File: config.mk
export PLATFORM = sky130hd
export DESIGN_NAME = sliding_window_frame_receiver_unit
export DESIGN_NICKNAME = d
export VERILOG_FILES = /design/src/rtl/swfr_pkg.sv /design/src/rtl/swfr_window.sv /design/src/rtl/sliding_window_frame_receiver_unit.sv
export SDC_FILE = /design/constraint.sdc
export NUM_CORES = 2
export LEC_CHECK = 0
export ABC_AREA = 1
export BUFFER_PORTS_ARGS = -buffer_cell sky130_fd_sc_hd__clkbuf_2
export CORE_UTILIZATION = 25
export DETAILED_ROUTE_END_ITERATION = 8
export HOLD_SLACK_MARGIN = 0.12
export PLACE_DENSITY = 0.49
export SLEW_MARGIN = 0
export SYNTH_ARGS = -nofsm -noshare
export SYNTH_HDL_FRONTEND = slang
export SYNTH_SLANG_ARGS = --single-unit
File: constraint.sdc
create_clock -name clk_i -period 22.4 [get_ports clk_i]
set_input_delay 6.72 -clock clk_i [delete_from_list [all_inputs] [get_ports clk_i]]
set_output_delay 6.72 -clock clk_i [all_outputs]
set_load 0.02 [all_outputs]
File: src/rtl/swfr_pkg.sv
`timescale 1ns / 1ps
// ----------------------------------------------------------------------------
// Sliding window frame receiver package
// Shared constants and types for the frame receiver: frame geometry, the
// marker bytes, result status codes and the beat types passed between the
// window and the result stage.
// ----------------------------------------------------------------------------
package swfr_pkg;

  localparam int FRAME_LEN = 56;
  localparam int NUM_WORDS = (FRAME_LEN - 2) / 4;
  localparam int FILL_W    = $clog2(FRAME_LEN + 1);
  localparam int IDX_W     = 4;

  localparam logic [7:0] HEAD_MARK = 8'hAA;
  localparam logic [7:0] TAIL_MARK = 8'h55;

  localparam logic STATUS_OK       = 1'b0;
  localparam logic STATUS_CSUM_ERR = 1'b1;

  typedef logic [NUM_WORDS-1:0][31:0] words_t;

  typedef struct packed {
    logic hit;
    logic csum_ok;
  } frame_evt_t;

endpackage

File: src/rtl/swfr_window.sv
`timescale 1ns / 1ps
// ----------------------------------------------------------------------------
// Frame receiver window
// Holds the last FRAME_LEN received bytes in a shift register together with
// a fill count and a running checksum, and flags head, tail and checksum
// status for the window that the accepted byte completes.
// ----------------------------------------------------------------------------
module swfr_window (
  input  logic                clk_i,
  input  logic                rst_ni,
  input  logic                accept_i,
  input  logic [7:0]          rx_byte_i,
  output swfr_pkg::frame_evt_t evt_o,
  output swfr_pkg::words_t    words_o
);

  logic [7:0]                    win_q [swfr_pkg::FRAME_LEN];
  logic [7:0]                    win_d [swfr_pkg::FRAME_LEN];
  logic [swfr_pkg::FILL_W-1:0]   fill_q;
  logic [swfr_pkg::FILL_W-1:0]   fill_d;
  logic [7:0]                    sum_q;
  logic [7:0]                    sum_d;
  logic                          full_d;

  always_comb begin
    for (int k = 0; k < swfr_pkg::FRAME_LEN - 1; k++) begin
      win_d[k] = win_q[k+1];
    end
    win_d[swfr_pkg::FRAME_LEN-1] = rx_byte_i;
  end

  // The new sum covers the old positions 2 to FRAME_LEN-2.
  assign sum_d  = sum_q - win_q[1] + win_q[swfr_pkg::FRAME_LEN-2];
  assign fill_d = (fill_q == swfr_pkg::FILL_W'(swfr_pkg::FRAME_LEN)) ?
                  fill_q : fill_q + 1'b1;
  assign full_d = (fill_d == swfr_pkg::FILL_W'(swfr_pkg::FRAME_LEN));

  assign evt_o.hit     = accept_i && full_d && (win_q[1] == swfr_pkg::HEAD_MARK) &&
                         (rx_byte_i == swfr_pkg::TAIL_MARK);
  assign evt_o.csum_ok = (win_q[swfr_pkg::FRAME_LEN-1] == sum_d);

  always_comb begin
    for (int w = 0; w < swfr_pkg::NUM_WORDS; w++) begin
      words_o[w] = {win_d[2+4*w+3], win_d[2+4*w+2], win_d[2+4*w+1], win_d[2+4*w]};
    end
  end

  always_ff @(posedge clk_i or negedge rst_ni) begin
    if (!rst_ni) begin
      for (int k = 0; k < swfr_pkg::FRAME_LEN; k++) begin
        win_q[k] <= '0;
      end
      fill_q <= '0;
      sum_q  <= '0;
    end else if (accept_i) begin
      win_q  <= win_d;
      fill_q <= fill_d;
      sum_q  <= sum_d;
    end
  end

endmodule

File: src/rtl/sliding_window_frame_receiver_unit.sv
`timescale 1ns / 1ps
// ----------------------------------------------------------------------------
// Sliding window frame receiver
// Scans a byte stream for frames with a head byte, a tail byte and a
// checksum, and emits each good frame as little-endian 32-bit payload words
// or a single checksum error beat.
//
//   channel  direction  handshake                 payload
//   in       input      in_valid_i / in_stall_o   rx_byte_i
//   out      output     out_valid_o / out_stall_i word_index_o, word_value_o,
//                                                 status_o, last_o
//
// One byte is taken per cycle while the input is not stalled. A detected
// frame loads the result register at the edge that takes its tail byte and
// then drains at one beat per cycle, so without output stalls a good frame
// holds the input until its final beat leaves and a bad one not at all.
// Input is stalled only while results of an earlier frame are pending; the
// final beat can leave in the same cycle as the next byte is taken.
// Reset clears window, fill count, checksum, busy, error and index at once.
// ----------------------------------------------------------------------------
module sliding_window_frame_receiver_unit (
  input  logic        clk_i,
  input  logic        rst_ni,
  input  logic        in_valid_i,
  output logic        in_stall_o,
  input  logic [7:0]  rx_byte_i,
  output logic        out_valid_o,
  input  logic        out_stall_i,
  output logic [3:0]  word_index_o,
  output logic [31:0] word_value_o,
  output logic        status_o,
  output logic        last_o
);

  swfr_pkg::frame_evt_t          evt;
  swfr_pkg::words_t              words;
  swfr_pkg::words_t              pay_q;
  swfr_pkg::words_t              pay_d;
  logic                          busy_q;
  logic                          busy_d;
  logic                          err_q;
  logic                          err_d;
  logic [swfr_pkg::IDX_W-1:0]    idx_q;
  logic [swfr_pkg::IDX_W-1:0]    idx_d;
  logic                          in_acc;
  logic                          out_acc;

  assign out_acc    = busy_q && !out_stall_i;
  assign in_stall_o = busy_q && !(out_acc && last_o);
  assign in_acc     = in_valid_i && !in_stall_o;

  swfr_window u_window (
    .clk_i     (clk_i),
    .rst_ni    (rst_ni),
    .accept_i  (in_acc),
    .rx_byte_i (rx_byte_i),
    .evt_o     (evt),
    .words_o   (words)
  );

  always_comb begin
    busy_d = busy_q;
    err_d  = err_q;
    idx_d  = idx_q;
    pay_d  = pay_q;
    if (out_acc) begin
      pay_d = pay_q >> 32;
      idx_d = idx_q + 1'b1;
      if (last_o) begin
        busy_d = 1'b0;
      end
    end
    if (evt.hit) begin
      busy_d = 1'b1;
      err_d  = !evt.csum_ok;
      idx_d  = '0;
      pay_d  = evt.csum_ok ? words : '0;
    end
  end

  always_ff @(posedge clk_i or negedge rst_ni) begin
    if (!rst_ni) begin
      busy_q <= 1'b0;
      err_q  <= 1'b0;
      idx_q  <= '0;
    end else begin
      busy_q <= busy_d;
      err_q  <= err_d;
      idx_q  <= idx_d;
    end
  end

  always_ff @(posedge clk_i) begin
    pay_q <= pay_d;
  end

  assign out_valid_o  = busy_q;
  assign word_index_o = idx_q;
  assign word_value_o = pay_q[0];
  assign status_o     = err_q ? swfr_pkg::STATUS_CSUM_ERR : swfr_pkg::STATUS_OK;
  assign last_o       = err_q || (idx_q == swfr_pkg::IDX_W'(swfr_pkg::NUM_WORDS - 1));

`ifndef SYNTH
  a_err_single: assert property (@(posedge clk_i) disable iff (!rst_ni)
    busy_q && err_q |-> last_o && (word_index_o == '0) && (word_value_o == '0))
    else $error("Checksum error beat is malformed.");

  a_index_steps: assert property (@(posedge clk_i) disable iff (!rst_ni)
    out_acc && !last_o |=> out_valid_o && (word_index_o == $past(word_index_o) + 1'b1))
    else $error("Payload word index did not advance by one.");

  a_index_range: assert property (@(posedge clk_i) disable iff (!rst_ni)
    out_valid_o |-> (word_index_o <= swfr_pkg::IDX_W'(swfr_pkg::NUM_WORDS - 1)))
    else $error("Payload word index beyond the frame.");
`endif

endmodule
==> metrics.sh <==
GRT_MAX_DEGREE=228
SLOWEST_DELAY_PS=150
CLK-INSERTION-DELAY-LATE_PS=660
YOSYS_MOST_USED_DFF='dfrtp_1'
FIN_CRIT_SH=0.6248
SYNTH_ENABLE_FLOP_CELLS=416
FINAL_NETS=3659
START_UTIL=0.2520
WORSTSETUPPATHDEPTH=6
COREAREA_SQ_MM=0.1478
DRC=0
ACHIEVABLE-FREQUENCY_MHz=71.45
WORST_SLEW_PIN_SLEW_PS=1205
CRIT_SLOWEST_CELL='nand2_1'
SYNTH_WARNINGS=0
HOLDBUFCOUNTCTS=0
MULTI_INPUT_AREA_SQ_MM=0.01051
FF_LATCH_COUNT_SYNTH=876
CTS.ROOT.BUFFER_CELL='clkbuf_16'
DR_TOTAL_VIAS=24805
CRITPATHTOPFAMILY='buffers and inverters'
HOLD_WORST_SLACK_PS=470.7
DIE_AREA_SQ_MM=0.1506
STATIC-LEAKAGE-POWER_nW=17.48
FINALCRITICALPERIOD_PS=14000
SYNTH.AVG_CELL_AREA_SQ_UM=9.928
CTS.SINKS=876
CRITPATHREQUIREDTIME_PS=15680
CLK_PIN_SLEW_PS=60
POWERDENSITY_mW_PER_MM2=102.6
DIE_H_UM=388.1
SLEW_VIOL_FINAL=0
WORST-PATH-BUF-INV=4
TIMING.CLOCK.SKEW_PS=20.78
YOSYSTOPAREACELL='edfxtp_1'
DIEWIDTH_UM=388.1
CRITICAL_PATH_END_TYPE='output port'
WORSTREG2REGSTART='u_window.words_o[408]'
GRT_TOTAL_OVFL=0
FILL_CELL_TOTAL_OF_THE_FINISHED_LAYOUT=15629
GP_CONGESTION=0.7281
CRIT_START='out_stall_i'
CRITICALPATHCATEGORY='primary input to output port'
MAX_SLEW_MARGIN=0.1963
RUN_STATUS='complete, no violations'
SYNTH_FP_NETS=3784
SYNTH_TOP_AREA_SHARE=0.3353
TOTALPOWERFINAL_mW=4.278
SYN_AREA_SQ_MM=0.03726
IO_PINS=52
AVGVIACOUNTPERCELL=4.398
DRT.ANTENNA.VIOLATING_NETS=0
HOLD_VIOL_FINAL=0
UNREPAIRED_SETUP_ENDPOINTS_AFTER_GLOBAL_ROUTING='no'
GRT_PASS1_WL_UM=136000
CTS_REPAIR_RESIZE_COUNT=0
FF2FF_SETUP_SLACK_PS=16610
ROW_COUNT=141
POSTROUTEWIRELENGTH_UM=81600
SYN_INST=3753
START_KIND='primary input'
PROPORTION_OF_SYNTHESIZED_FLIP_FLOPS_HAVING_ASYNCHRONOUS_SET_OR_RESET=0.5251
CTS_TREE='done'
R2R_DEPTH=17
MAX_VDD_DROP_V=0.0001263
SEQUENTIAL_CELL_AREA_IN_THE_FINAL_LAYOUT_SQ_MM=0.02400
CTS_MAX_PATH_BUFFERS=3
SYNTH_CELL_TYPE_COUNT=32
DETAILEDROUTE.FIRSTPASSITERATIONCOUNT=5
PORT_BUFFERS=51
SYNTHTOPCELLSBYAREA='edfxtp_1 34%, dfrtp_1 31%, nand2_1 13%'
CTS_POST_SETUP_BUFFERS_INSERTED=0
TIMING.CRITICAL_PATH.CELLS='clkbuf_2 > inv_1 > nand2_1 > nand2_1 > inv_1 > clkbuf_2'
REG2REG_TO='word_value_o[25]'
GRT_USAGE=0.1087
CP-ENDPOINT='in_stall_o'
DRT_FIRST_ITER_VIOLATIONS=1683
SETUP_TNS_PS=0
NUMCTSBUFFERS=95
FLOW.AREA_GROWTH_FROM_SYNTHESIS_PCT=11.86
DRV_CAP=0
FIRST_GLOBAL_VIAS=25155
POST_DRT_WL_PER_CELL_UM=14.47
GRT_ANTENNA_BEFORE_REPAIR=5
CRITICAL_PATH_ARRIVAL_PS=7280
CLASSIFICATION_OF_THE_WORST_SLACK_HOLD_PATH='flop to flop'
HPWL_UM=41780
SETUP_VIOLATIONS=0
CRITPATHMAXFANOUT=4
SHARE_OF_SYNTHESIZED_AREA_OCCUPIED_BY_FLIP_FLOPS_AND_LATCHES=0.6442
CTS.HTREE.LEVELS=3
SHARE_OF_FINAL_LAYOUT_STANDARD_CELLS_STRONGER_THAN_DRIVE_STRENGTH_1=0.06606
-- power by group --
part	switching (mW)	leakage, nW	internal [mW]
Clock	0.650	1.52	0.891
Combinational	0.674	6.17	0.156
Sequential	0.0944	9.78	1.81
-- how the worst min path moves through the flow --
stage	startpoint	to	slack, ps	cells past startpoint
floorplan	u_window.win_d[433]	u_window.win_d[441]	440	2
global placement	u_window.win_d[437]	u_window.win_d[445]	460	2
detailed placement	u_window.win_d[439]	u_window.win_d[447]	460	2
CTS	u_window.win_d[437]	u_window.win_d[445]	480	2
global route	u_window.win_d[437]	u_window.win_d[445]	490	2
finish	u_window.win_d[437]	u_window.win_d[445]	470	2
-- cell type report --
class | count | share of cell area
sequential | 876 | 0.5759
multi-input combinational | 2280 | 0.2522
clock buffer | 142 | 0.06635
tap | 1930 | 0.05794
inverter | 292 | 0.02648
timing repair buffer | 83 | 0.01363
clock inverter | 36 | 0.007385
antenna | 1 | 0.00006004
-- logic make-up after synthesis --
logic type	count (synthesis)	share of synthesized area
AND/OR/NAND/NOR	1796	0.2095
flip-flops	876	0.6442
buffers and inverters	597	0.07478
AO/OA/AOI/OAI	457	0.06142
adder cells (fa/ha/maj)	19	0.007790
XOR/XNOR	8	0.002250
-- state kept, by name, indices dropped and copies added, names as in the netlist --
register / cells
err_q: 1
out_valid_o: 1
pay_q: 384
u_window.fill_q: 6
u_window.sum_q: 8
u_window.win_d: 24
u_window.words_o: 416
word_index_o: 4
word_value_o: 32
-- worst register-to-register path: cells and delay by family, from the launching register on --
| kind | cells | cell delay (ps) |
|---|---|---|
| xor gates and xnor gates | 1 | 170 |
| adders and majority gates | 3 | 950 |
| buffers and inverters | 5 | 2760 |
| DFF | 1 | 370 |
| and+or+nand+nor | 8 | 1410 |
-- placed cells by master (no fill, tap or decap), drive strengths merged --
cell and count:
a31oi 1, clkbuf 192, clkinv 27, edfxtp 416, diode 1, a21oi 7, inv 298, nand4 386
xnor3 1, ha 12, or2 1, buf 33, o21ai 449, bufinv 3, fa 7, dfrtp 460
xor2 1, nand2b 1, nor2 60, nand3 31, nand2 1315, xnor2 6, nor3 2
-- Yosys cell counts (6+ instances only) --
library cell,instances
clkbuf_1,126
xnor2_1,6
ha_1,12
buf_2,94
nand3_1,29
nand2_2,7
nand2_1,1308
inv_1,288
a21oi_1,7
buf_4,52
o21ai_0,449
nand4_1,386
fa_1,7
edfxtp_1,416
dfrtp_1,460
buf_6,27
nor2_1,57
-- stage by stage --
stage          cell area, sq um  worst slack (ps)  instances  utilization
6_report                  41680              8405       5640       0.2819
5_1_grt                   41680              8344       5640       0.2819
4_1_cts                   41680              8395       5639       0.2819
3_5_place_dp              38600              8399       5461       0.2611
3_3_place_gp              38600              8350       5461       0.2611
2_1_floorplan             37260              4993       3753            -
-- metal layers --
layer / track usage / vias up / share of wire
li1: - / 12285 / -
met1: 0.1455 / 12067 / 0.47
met2: 0.1800 / 358 / 0.47
met3: 0.01680 / 95 / 0.036
met4: 0.03342 / 0 / 0.021
met5: 0 / - / 0
Power figures use the tool's default switching activity.
